===== config.mk =====
export PLATFORM = sky130hd
export DESIGN_NAME = imu_scale_and_bias_correction_core
export DESIGN_NICKNAME = d
export VERILOG_FILES = /design/src/design/imusbc_pkg.sv /design/src/design/imusbc_div.sv /design/src/design/imu_scale_and_bias_correction_core.sv
export SDC_FILE = /design/constraint.sdc
export NUM_CORES = 2
export LEC_CHECK = 0
export ABC_AREA = 1
export BUFFER_PORTS_ARGS = -buffer_cell sky130_fd_sc_hd__buf_2
export CAP_MARGIN = 20
export CORE_MARGIN = 4
export CORE_UTILIZATION = 40
export CTS_CLUSTER_SIZE = 8
export DETAILED_ROUTE_END_ITERATION = 8
export MAX_ROUTING_LAYER = met4
export SYNTH_ARGS = -nofsm -noshare
export SYNTH_HDL_FRONTEND = slang
export SYNTH_SLANG_ARGS = --single-unit

===== constraint.sdc =====
create_clock -name clk -period 22.5 [get_ports clk]
set_input_delay 3.375 -clock clk [delete_from_list [all_inputs] [get_ports clk]]
set_output_delay 3.375 -clock clk [all_outputs]
set_load 0.05 [all_outputs]

===== src/design/imusbc_pkg.sv =====
// Shared types and constants for the IMU scale and bias correction block.
`default_nettype none

package imusbc_pkg;

    localparam int DATA_W     = 32;
    localparam int RAW_W      = 16;
    localparam int CNT_W      = 14;
    localparam int SUM_W      = 46;
    localparam int MAG_W      = RAW_W + 1;
    localparam int PROD_W     = MAG_W + DATA_W;
    localparam int FRAC_W     = 16;
    localparam int CFG_IDX_W  = 3;
    localparam int DIV_STEP_W = $clog2(SUM_W);

    localparam logic [1:0] OP_GYRO  = 2'd0;
    localparam logic [1:0] OP_ACCEL = 2'd1;
    localparam logic [1:0] OP_START = 2'd2;
    localparam logic [1:0] OP_NONE  = 2'd3;

    localparam logic [1:0] PH_IDLE    = 2'd0;
    localparam logic [1:0] PH_REQ     = 2'd1;
    localparam logic [1:0] PH_COLLECT = 2'd2;
    localparam logic [1:0] PH_DONE    = 2'd3;

    localparam logic [CFG_IDX_W-1:0] REG_GYRO_SCALE  = 3'd0;
    localparam logic [CFG_IDX_W-1:0] REG_ACCEL_SCALE = 3'd1;
    localparam logic [CFG_IDX_W-1:0] REG_GYRO_BIAS_X = 3'd2;
    localparam logic [CFG_IDX_W-1:0] REG_GYRO_BIAS_Y = 3'd3;
    localparam logic [CFG_IDX_W-1:0] REG_GYRO_BIAS_Z = 3'd4;
    localparam logic [CFG_IDX_W-1:0] REG_ACC_BIAS_X  = 3'd5;
    localparam logic [CFG_IDX_W-1:0] REG_ACC_BIAS_Y  = 3'd6;
    localparam logic [CFG_IDX_W-1:0] REG_ACC_BIAS_Z  = 3'd7;

    localparam logic [DATA_W-1:0] GYRO_SCALE_RST  = 32'd286720;
    localparam logic [DATA_W-1:0] ACCEL_SCALE_RST = 32'd3998;
    localparam logic [CNT_W-1:0]  MIN_CAL_SAMPLES = 14'd5;

    localparam logic signed [DATA_W-1:0] S32_MAX = 32'sh7FFF_FFFF;
    localparam logic signed [DATA_W-1:0] S32_MIN = 32'sh8000_0000;

    typedef struct packed {
        logic [1:0]              operation;
        logic signed [RAW_W-1:0] raw_x;
        logic signed [RAW_W-1:0] raw_y;
        logic signed [RAW_W-1:0] raw_z;
        logic [CNT_W-1:0]        cal_count;
        logic                    cal_kind;
    } in_item_t;

    typedef struct packed {
        logic signed [DATA_W-1:0] out_x;
        logic signed [DATA_W-1:0] out_y;
        logic signed [DATA_W-1:0] out_z;
        logic [1:0]               cal_status;
        logic                     accepted;
    } out_item_t;

endpackage

`default_nettype wire


===== src/design/imusbc_div.sv =====
// Serial signed divider, one quotient bit per cycle, truncating and saturating to 32 bits.
`default_nettype none

module imusbc_div (
    input  wire logic                                    clk,
    input  wire logic                                    rst_n,
    input  wire logic                                    start,
    input  wire logic signed [imusbc_pkg::SUM_W-1:0]     dividend,
    input  wire logic [imusbc_pkg::CNT_W-1:0]            divisor,
    output logic                                         done,
    output logic signed [imusbc_pkg::DATA_W-1:0]         quotient
);

    localparam int SW = imusbc_pkg::SUM_W;
    localparam int CW = imusbc_pkg::CNT_W;
    localparam int DW = imusbc_pkg::DATA_W;
    localparam logic [imusbc_pkg::DIV_STEP_W-1:0] LAST_STEP =
        imusbc_pkg::DIV_STEP_W'(SW - 1);

    logic                                busy_reg;
    logic                                done_reg;
    logic [imusbc_pkg::DIV_STEP_W-1:0]   cnt_reg;
    logic [SW-1:0]                       quo_reg;
    logic [CW-1:0]                       rem_reg;
    logic [CW-1:0]                       dsr_reg;
    logic                                neg_reg;

    logic [CW:0]   rem_sh;
    logic [CW:0]   rem_sub;
    logic          fits;
    logic [CW-1:0] rem_next;
    logic          big;

    assign rem_sh   = {rem_reg, quo_reg[SW-1]};
    assign rem_sub  = rem_sh - {1'b0, dsr_reg};
    assign fits     = rem_sh >= {1'b0, dsr_reg};
    assign rem_next = fits ? rem_sub[CW-1:0] : rem_sh[CW-1:0];
    assign big      = |quo_reg[SW-1:DW];

    always_comb
    begin
        if (neg_reg)
        begin
            if (big || (quo_reg[DW-1] && (|quo_reg[DW-2:0])))
                quotient = imusbc_pkg::S32_MIN;
            else
                quotient = -$signed(quo_reg[DW-1:0]);
        end
        else
        begin
            if (big || quo_reg[DW-1])
                quotient = imusbc_pkg::S32_MAX;
            else
                quotient = $signed(quo_reg[DW-1:0]);
        end
    end

    assign done = done_reg;

    always_ff @(posedge clk or negedge rst_n)
    begin
        if (!rst_n)
        begin
            busy_reg <= 1'b0;
            done_reg <= 1'b0;
            cnt_reg  <= '0;
        end
        else
        begin
            done_reg <= 1'b0;
            if (start)
            begin
                busy_reg <= 1'b1;
                cnt_reg  <= '0;
            end
            else if (busy_reg)
            begin
                cnt_reg <= cnt_reg + 1'b1;
                if (cnt_reg == LAST_STEP)
                begin
                    busy_reg <= 1'b0;
                    done_reg <= 1'b1;
                end
            end
        end
    end

    always_ff @(posedge clk)
    begin
        if (start)
        begin
            neg_reg <= dividend[SW-1];
            quo_reg <= dividend[SW-1] ? SW'(-dividend) : SW'(dividend);
            rem_reg <= '0;
            dsr_reg <= divisor;
        end
        else if (busy_reg)
        begin
            quo_reg <= {quo_reg[SW-2:0], fits};
            rem_reg <= rem_next;
        end
    end

endmodule

`default_nettype wire


===== src/design/imu_scale_and_bias_correction_core.sv =====
// Top level: IMU axis remap, Q16.16 scaling, bias removal and gyro bias calibration.
// Sample item: one 17x32 multiplier is used once per axis step (multiply, then truncate and
// saturate), then one subtract per axis, before the result goes to the output register.
// An item that completes a calibration also runs the serial divider once per axis.
// Start and unused commands skip to the output stage. Input resumes once the output register is loaded.
// Reset (asynchronous): default scales, zero biases, calibration idle, output empty.
`default_nettype none

module imu_scale_and_bias_correction_core #(
    parameter int MAX_CAL_SAMPLES = 10000
) (
    input  wire logic                                  clk,
    input  wire logic                                  rst_n,
    input  wire logic                                  in_valid,
    output logic                                       in_stall,
    input  wire imusbc_pkg::in_item_t                  in_data,
    output logic                                       out_valid,
    input  wire logic                                  out_stall,
    output imusbc_pkg::out_item_t                      out_data,
    input  wire logic                                  cfg_we,
    input  wire logic [imusbc_pkg::CFG_IDX_W-1:0]      cfg_idx,
    input  wire logic [imusbc_pkg::DATA_W-1:0]         cfg_wdata
);

    localparam int DW = imusbc_pkg::DATA_W;
    localparam int CW = imusbc_pkg::CNT_W;
    localparam int SW = imusbc_pkg::SUM_W;
    localparam int MW = imusbc_pkg::MAG_W;
    localparam int PW = imusbc_pkg::PROD_W;
    localparam int FW = imusbc_pkg::FRAC_W;

    localparam logic [CW-1:0] MAX_CNT = CW'(MAX_CAL_SAMPLES);

    localparam logic [2:0] ST_IDLE = 3'd0;
    localparam logic [2:0] ST_MUL  = 3'd1;
    localparam logic [2:0] ST_SCL  = 3'd2;
    localparam logic [2:0] ST_DIV  = 3'd3;
    localparam logic [2:0] ST_DIVW = 3'd4;
    localparam logic [2:0] ST_BIAS = 3'd5;
    localparam logic [2:0] ST_OUT  = 3'd6;

    localparam logic [1:0] AX_X = 2'd0;
    localparam logic [1:0] AX_Y = 2'd1;
    localparam logic [1:0] AX_Z = 2'd2;

    // configuration
    logic [DW-1:0]        gyro_scale_reg;
    logic [DW-1:0]        accel_scale_reg;
    logic signed [DW-1:0] gyro_bias_reg  [0:2];
    logic signed [DW-1:0] accel_bias_reg [0:2];

    // control and calibration state
    logic [2:0]           state_reg;
    logic [1:0]           ax_reg;
    logic [1:0]           phase_reg;
    logic [CW-1:0]        target_reg;
    logic [CW-1:0]        used_reg;
    logic signed [SW-1:0] sums_reg    [0:2];
    logic signed [DW-1:0] learned_reg [0:2];
    logic                 use_learned_reg;
    logic                 acc_reg;
    logic                 done_reg;
    logic                 out_valid_reg;

    // payload
    imusbc_pkg::in_item_t  item_reg;
    imusbc_pkg::out_item_t out_data_reg;
    logic [PW-1:0]         prod_reg;
    logic                  neg_reg;
    logic signed [DW-1:0]  t_reg   [0:2];
    logic signed [DW-1:0]  res_reg [0:2];
    logic                  accepted_reg;

    logic                 in_acc;
    logic                 out_free;
    logic                 start_ok;
    logic                 gyro_acc;
    logic [CW-1:0]        used_inc;
    logic                 cal_done;
    logic signed [MW-1:0] v17;
    logic [MW-1:0]        mag17;
    logic [DW-1:0]        scale_sel;
    logic [PW-1:0]        prod_next;
    logic [DW:0]          p33;
    logic [DW-1:0]        mag_c;
    logic signed [DW-1:0] t_val;
    logic signed [DW-1:0] t_sel;
    logic signed [DW-1:0] bias_sel;
    logic signed [SW-1:0] sum_sel;
    logic signed [DW:0]   diff;
    logic signed [DW-1:0] diff_sat;
    logic                 div_start;
    logic                 div_done;
    logic signed [DW-1:0] div_q;

    assign in_stall  = state_reg != ST_IDLE;
    assign in_acc    = in_valid && !in_stall;
    assign out_free  = !out_valid_reg || !out_stall;
    assign out_valid = out_valid_reg;
    assign out_data  = out_data_reg;

    assign start_ok = (in_data.cal_kind == 1'b0)
                   && (in_data.cal_count >= imusbc_pkg::MIN_CAL_SAMPLES)
                   && (in_data.cal_count <= MAX_CNT)
                   && (phase_reg != imusbc_pkg::PH_REQ)
                   && (phase_reg != imusbc_pkg::PH_COLLECT);

    assign gyro_acc = (phase_reg == imusbc_pkg::PH_REQ) || (phase_reg == imusbc_pkg::PH_COLLECT);
    assign used_inc = used_reg + 1'b1;
    assign cal_done = gyro_acc && (used_inc >= target_reg) && (used_inc != '0);

    // axis remap: x from raw y, y from raw x, z from negated raw z
    always_comb
    begin
        case (ax_reg)
            AX_X:    v17 = MW'(item_reg.raw_y);
            AX_Y:    v17 = MW'(item_reg.raw_x);
            default: v17 = -MW'(item_reg.raw_z);
        endcase
    end

    assign mag17     = v17[MW-1] ? MW'(-v17) : MW'(v17);
    assign scale_sel = (item_reg.operation == imusbc_pkg::OP_ACCEL) ? accel_scale_reg
                                                                    : gyro_scale_reg;
    assign prod_next = {{DW{1'b0}}, mag17} * {{MW{1'b0}}, scale_sel};

    // truncate the Q16.16 product, clamp magnitude, apply sign
    assign p33   = prod_reg[PW-1:FW];
    assign mag_c = (p33 > {1'b0, 1'b1, {(DW-1){1'b0}}}) ? {1'b1, {(DW-1){1'b0}}} : p33[DW-1:0];

    always_comb
    begin
        if (neg_reg)
            t_val = -$signed(mag_c);
        else if (mag_c[DW-1])
            t_val = imusbc_pkg::S32_MAX;
        else
            t_val = $signed(mag_c);
    end

    always_comb
    begin
        case (ax_reg)
            AX_X:
            begin
                t_sel   = t_reg[0];
                sum_sel = sums_reg[0];
            end
            AX_Y:
            begin
                t_sel   = t_reg[1];
                sum_sel = sums_reg[1];
            end
            default:
            begin
                t_sel   = t_reg[2];
                sum_sel = sums_reg[2];
            end
        endcase
    end

    always_comb
    begin
        case (ax_reg)
            AX_X:
                bias_sel = (item_reg.operation == imusbc_pkg::OP_ACCEL) ? accel_bias_reg[0]
                         : (use_learned_reg ? learned_reg[0] : gyro_bias_reg[0]);
            AX_Y:
                bias_sel = (item_reg.operation == imusbc_pkg::OP_ACCEL) ? accel_bias_reg[1]
                         : (use_learned_reg ? learned_reg[1] : gyro_bias_reg[1]);
            default:
                bias_sel = (item_reg.operation == imusbc_pkg::OP_ACCEL) ? accel_bias_reg[2]
                         : (use_learned_reg ? learned_reg[2] : gyro_bias_reg[2]);
        endcase
    end

    assign diff = (DW+1)'(t_sel) - (DW+1)'(bias_sel);

    always_comb
    begin
        if (diff[DW] != diff[DW-1])
            diff_sat = diff[DW] ? imusbc_pkg::S32_MIN : imusbc_pkg::S32_MAX;
        else
            diff_sat = diff[DW-1:0];
    end

    assign div_start = state_reg == ST_DIV;

    imusbc_div u_div (
        .clk      (clk),
        .rst_n    (rst_n),
        .start    (div_start),
        .dividend (sum_sel),
        .divisor  (used_reg),
        .done     (div_done),
        .quotient (div_q)
    );

    always_ff @(posedge clk or negedge rst_n)
    begin
        if (!rst_n)
        begin
            gyro_scale_reg  <= imusbc_pkg::GYRO_SCALE_RST;
            accel_scale_reg <= imusbc_pkg::ACCEL_SCALE_RST;
            for (int i = 0; i < 3; i++)
            begin
                gyro_bias_reg[i]  <= '0;
                accel_bias_reg[i] <= '0;
            end
        end
        else if (cfg_we)
        begin
            case (cfg_idx)
                imusbc_pkg::REG_GYRO_SCALE:  gyro_scale_reg    <= cfg_wdata;
                imusbc_pkg::REG_ACCEL_SCALE: accel_scale_reg   <= cfg_wdata;
                imusbc_pkg::REG_GYRO_BIAS_X: gyro_bias_reg[0]  <= $signed(cfg_wdata);
                imusbc_pkg::REG_GYRO_BIAS_Y: gyro_bias_reg[1]  <= $signed(cfg_wdata);
                imusbc_pkg::REG_GYRO_BIAS_Z: gyro_bias_reg[2]  <= $signed(cfg_wdata);
                imusbc_pkg::REG_ACC_BIAS_X:  accel_bias_reg[0] <= $signed(cfg_wdata);
                imusbc_pkg::REG_ACC_BIAS_Y:  accel_bias_reg[1] <= $signed(cfg_wdata);
                imusbc_pkg::REG_ACC_BIAS_Z:  accel_bias_reg[2] <= $signed(cfg_wdata);
                default: ;
            endcase
        end
    end

    always_ff @(posedge clk or negedge rst_n)
    begin
        if (!rst_n)
        begin
            state_reg       <= ST_IDLE;
            ax_reg          <= AX_X;
            phase_reg       <= imusbc_pkg::PH_IDLE;
            target_reg      <= '0;
            used_reg        <= '0;
            use_learned_reg <= 1'b0;
            acc_reg         <= 1'b0;
            done_reg        <= 1'b0;
            out_valid_reg   <= 1'b0;
            for (int i = 0; i < 3; i++)
            begin
                sums_reg[i]    <= '0;
                learned_reg[i] <= '0;
            end
        end
        else
        begin
            if (state_reg == ST_OUT && out_free)
                out_valid_reg <= 1'b1;
            else if (!out_stall)
                out_valid_reg <= 1'b0;

            case (state_reg)
                ST_IDLE:
                begin
                    if (in_acc)
                    begin
                        ax_reg <= AX_X;
                        case (in_data.operation)
                            imusbc_pkg::OP_GYRO:
                            begin
                                acc_reg  <= gyro_acc;
                                done_reg <= cal_done;
                                if (gyro_acc)
                                begin
                                    used_reg  <= used_inc;
                                    phase_reg <= cal_done ? imusbc_pkg::PH_DONE
                                                          : imusbc_pkg::PH_COLLECT;
                                end
                                state_reg <= ST_MUL;
                            end
                            imusbc_pkg::OP_ACCEL:
                            begin
                                acc_reg   <= 1'b0;
                                done_reg  <= 1'b0;
                                state_reg <= ST_MUL;
                            end
                            imusbc_pkg::OP_START:
                            begin
                                if (start_ok)
                                begin
                                    phase_reg  <= imusbc_pkg::PH_REQ;
                                    target_reg <= in_data.cal_count;
                                    used_reg   <= '0;
                                    for (int i = 0; i < 3; i++)
                                        sums_reg[i] <= '0;
                                end
                                state_reg <= ST_OUT;
                            end
                            default:
                                state_reg <= ST_OUT;
                        endcase
                    end
                end
                ST_MUL:
                    state_reg <= ST_SCL;
                ST_SCL:
                begin
                    if (acc_reg)
                    begin
                        for (int i = 0; i < 3; i++)
                        begin
                            if (ax_reg == 2'(i))
                                sums_reg[i] <= sum_sel + SW'(t_val);
                        end
                    end
                    if (ax_reg == AX_Z)
                    begin
                        ax_reg    <= AX_X;
                        state_reg <= done_reg ? ST_DIV : ST_BIAS;
                    end
                    else
                    begin
                        ax_reg    <= ax_reg + 1'b1;
                        state_reg <= ST_MUL;
                    end
                end
                ST_DIV:
                    state_reg <= ST_DIVW;
                ST_DIVW:
                begin
                    if (div_done)
                    begin
                        for (int i = 0; i < 3; i++)
                        begin
                            if (ax_reg == 2'(i))
                                learned_reg[i] <= div_q;
                        end
                        if (ax_reg == AX_Z)
                        begin
                            use_learned_reg <= 1'b1;
                            ax_reg          <= AX_X;
                            state_reg       <= ST_BIAS;
                        end
                        else
                        begin
                            ax_reg    <= ax_reg + 1'b1;
                            state_reg <= ST_DIV;
                        end
                    end
                end
                ST_BIAS:
                begin
                    if (ax_reg == AX_Z)
                    begin
                        ax_reg    <= AX_X;
                        state_reg <= ST_OUT;
                    end
                    else
                        ax_reg <= ax_reg + 1'b1;
                end
                ST_OUT:
                begin
                    if (out_free)
                        state_reg <= ST_IDLE;
                end
                default:
                    state_reg <= ST_IDLE;
            endcase
        end
    end

    always_ff @(posedge clk)
    begin
        if (state_reg == ST_IDLE && in_acc)
        begin
            item_reg     <= in_data;
            accepted_reg <= (in_data.operation != imusbc_pkg::OP_START) || start_ok;
            for (int i = 0; i < 3; i++)
                res_reg[i] <= '0;
        end
        if (state_reg == ST_MUL)
        begin
            prod_reg <= prod_next;
            neg_reg  <= v17[MW-1];
        end
        for (int i = 0; i < 3; i++)
        begin
            if (state_reg == ST_SCL && ax_reg == 2'(i))
                t_reg[i] <= t_val;
            if (state_reg == ST_BIAS && ax_reg == 2'(i))
                res_reg[i] <= diff_sat;
        end
        if (state_reg == ST_OUT && out_free)
        begin
            out_data_reg.out_x      <= res_reg[0];
            out_data_reg.out_y      <= res_reg[1];
            out_data_reg.out_z      <= res_reg[2];
            out_data_reg.cal_status <= phase_reg;
            out_data_reg.accepted   <= accepted_reg;
        end
    end

`ifndef NO_ASSERTIONS
    a_div_done_state: assert property (@(posedge clk) disable iff (!rst_n)
        div_done |-> state_reg == ST_DIVW)
        else $error("divider finished outside the wait state");

    a_collect_below_target: assert property (@(posedge clk) disable iff (!rst_n)
        phase_reg == imusbc_pkg::PH_COLLECT |-> used_reg < target_reg)
        else $error("collecting with the sample target already reached");

    a_learned_rise: assert property (@(posedge clk) disable iff (!rst_n)
        $rose(use_learned_reg) |-> $past(state_reg) == ST_DIVW)
        else $error("learned bias enabled without a finished division");

    a_refused_zero: assert property (@(posedge clk) disable iff (!rst_n)
        (out_valid_reg && !out_data_reg.accepted) |->
            (out_data_reg.out_x == '0 && out_data_reg.out_y == '0 && out_data_reg.out_z == '0))
        else $error("refused start item carries nonzero axes");
`endif

endmodule

`default_nettype wire

==> results_dict.tcl <==
set metrics [dict create \
    worst_pin_slew_ns 1.177 \
    post_cts_resized 0 \
    initial_core_util_pct 40.40 \
    tns_ns 0 \
    fmax_mhz 87.55 \
    clkLatencyLatePin_ns 0.79 \
    slew_headroom_pct 20.73 \
    status "finished clean" \
    num-fill-cells 16040 \
    clock_skew_ns 0.06150 \
    drv_slew 0 \
    critPathLaunchType "flip-flop" \
    die-area_um2 171700 \
    setup_violations 0 \
    critPathSlowestCell "dfrtp_2" \
    drive_gt1_share_pct 7.724 \
    portBuffers 205 \
    seq_area_frac_synth_pct 40.66 \
    synthArstFlopShare_pct 54.35 \
    grt_max_degree 182 \
    holdWs_ns 0.4064 \
    path_delay_family "adder cells" \
    cp.arrival_ns 11.92 \
    cts_buffer_depth 3 \
    place.gp.congestion 0.9696 \
    max_stage_delay_ns 0.76 \
    min-delay-path-class "reg -> reg" \
    synth-edff-count 437 \
    cts_num_sinks 988 \
    vias 54460 \
    period_share_pct 50.77 \
    grt_usage_pct 25.52 \
    cts_buffers 144 \
    synth_cell_types 70 \
    htree_levels 4 \
    hpwlAfterDp_um 160000 \
    core_um2 163500 \
    ys_warn_count 0 \
    syn-instance-count 7751 \
    ant_nets 0 \
    netlist_area_um2 66060 \
    cts_root_buf "clkbuf_16" \
    avgRoutedWirePerCell_um 21.20 \
    end_kind "flip-flop" \
    cpMostUsedCell "nand2_1" \
    grt_pass1_vias 54160 \
    drc_errors 0 \
    dr.first_iter.drc_count 5151 \
    path_class "reg -> reg" \
    finalHoldViolCount 0 \
    die_y_um 414.4 \
    postLayoutCoreUtil_pct 45.13 \
    rsz0062_at_grt "no" \
    via_per_inst 5.350 \
    wl_um 215800 \
    period_needed_ns 11.42 \
    grt.overflow.total 0 \
    dr.pass1.iters 6 \
    cp_num_buf_inv 7 \
    cts-hold-fix-buffers 0 \
    num-nets-final 8711 \
    final_cell_mix "nand2_1, inv_1, o21ai_0" \
    post_cts_buffers 0 \
    antenna_found_initial 2 \
    cts_tree "built" \
    crit_fanout 40 \
    cp.required_ns 23.00 \
    max_cap_violations 0 \
    layout_commonest_cell "nand2_1" \
    syn_to_final_growth_pct 11.72 \
    largest_reg_flops 138 \
    boundaryPins 206 \
    clk_pin_slew_ns 0.05 \
    die_width_um 414.4 \
    synth_seq_cells 988 \
    grt_pass1_wl_um 329800 \
    ys.flop_type "dfrtp_1" \
    avgSynthCellArea_um2 8.522 \
    num_rows 148 \
]
worst register-to-register path: cells and delay by family, from the launching register on:
kind	cells	cell delay (ns)
AND/OR/NAND/NOR	16	3.45
buffers and inverters	7	2.02
AO/OA/AOI/OAI	5	1.29
XOR/XNOR	1	0.10
adder cells (fa/ha/maj)	8	3.55
flip-flops	1	0.76
metal layers:
| metal | part of all wire [%] | up-vias | track usage (%) |
|---|---|---|---|
| met5 | 0 | - | - |
| met4 | 3.5 | 0 | 8.912 |
| met3 | 6.2 | 358 | 3.361 |
| met2 | 47 | 1980 | 40.19 |
| met1 | 44 | 26830 | 34.09 |
| li1 | - | 25290 | - |
area by class of cell:
class,count,area [µm²],share of cell area (%)
tap,2175,2721,3.688
clock buffer,208,3894,5.276
multi-input combinational,5279,33590,45.52
timing repair buffer,304,1867,2.530
sequential,988,26860,36.40
antenna,2,5.005,0.006782
inverter,1203,4526,6.133
clock inverter,19,335.3,0.4544
cell usage after synthesis, types with 42 or more instances:
library cell	instances	area (µm²)
nand3_1	228	1141
o21ai_0	817	4089
o22ai_1	83	519.3
nor2_1	569	2136
buf_2	42	210.2
a21oi_1	443	2217
dfrtp_1	525	13140
ha_1	236	2953
clkbuf_1	232	870.8
edfxtp_1	437	13120
nand2_1	1807	6783
xnor2_1	45	394.1
fa_1	450	9009
xor2_1	95	832.1
nor3_1	51	255.2
o21ai_1	65	325.3
inv_1	1175	4410
nand4_1	48	300.3
logic make-up (layout without fill, tap and decap cells):
group                    count (synthesis)  count (layout)  synth area share, %
AND/OR/NAND/NOR                       2804            2804                17.17
AO/OA/AOI/OAI                         1615            1615                13.29
buffers and inverters                 1514            1734                8.882
flip-flops                             988             988                40.66
adder cells (fa/ha/maj)                686             686                18.11
XOR/XNOR                               140             140                1.856
other                                    2              34              0.01137
multiplexers                             2               2              0.03220
path summary, 6_finish.rpt:
| path | startpoint | cells after the start | end | slack, ns |
|---|---|---|---|---|
| max in group asynchronous | rst_n | 4 | learned_reg[15] | 17.11 |
| min in group asynchronous | rst_n | 1 | sums_reg[9] | 2.72 |
| hold reg to reg | res_reg[0][52] | 0 | out_data[55] | 0.41 |
| setup reg to reg | ax_reg[1] | 37 | prod_reg[45] | 11.08 |
| hold / removal | res_reg[0][52] | 0 | out_data[55] | 0.41 |
| setup / recovery | ax_reg[1] | 37 | prod_reg[45] | 11.08 |
through the flow:
stage | instance area [µm²] | cells | setup slack (ns)
2_1_floorplan | 66170 | 7781 | 13.74
4_1_cts | 73690 | 10170 | 11.11
5_1_grt | 73790 | 10180 | 10.22
3_3_place_gp | 69450 | 9942 | 11.33
6_report | 73790 | 10180 | 11.08
3_5_place_dp | 69470 | 9943 | 11.11
Power is left out: the tool's default activity adds up to more than one toggle a clock period on the data nets, which glitch-free logic cannot reach.
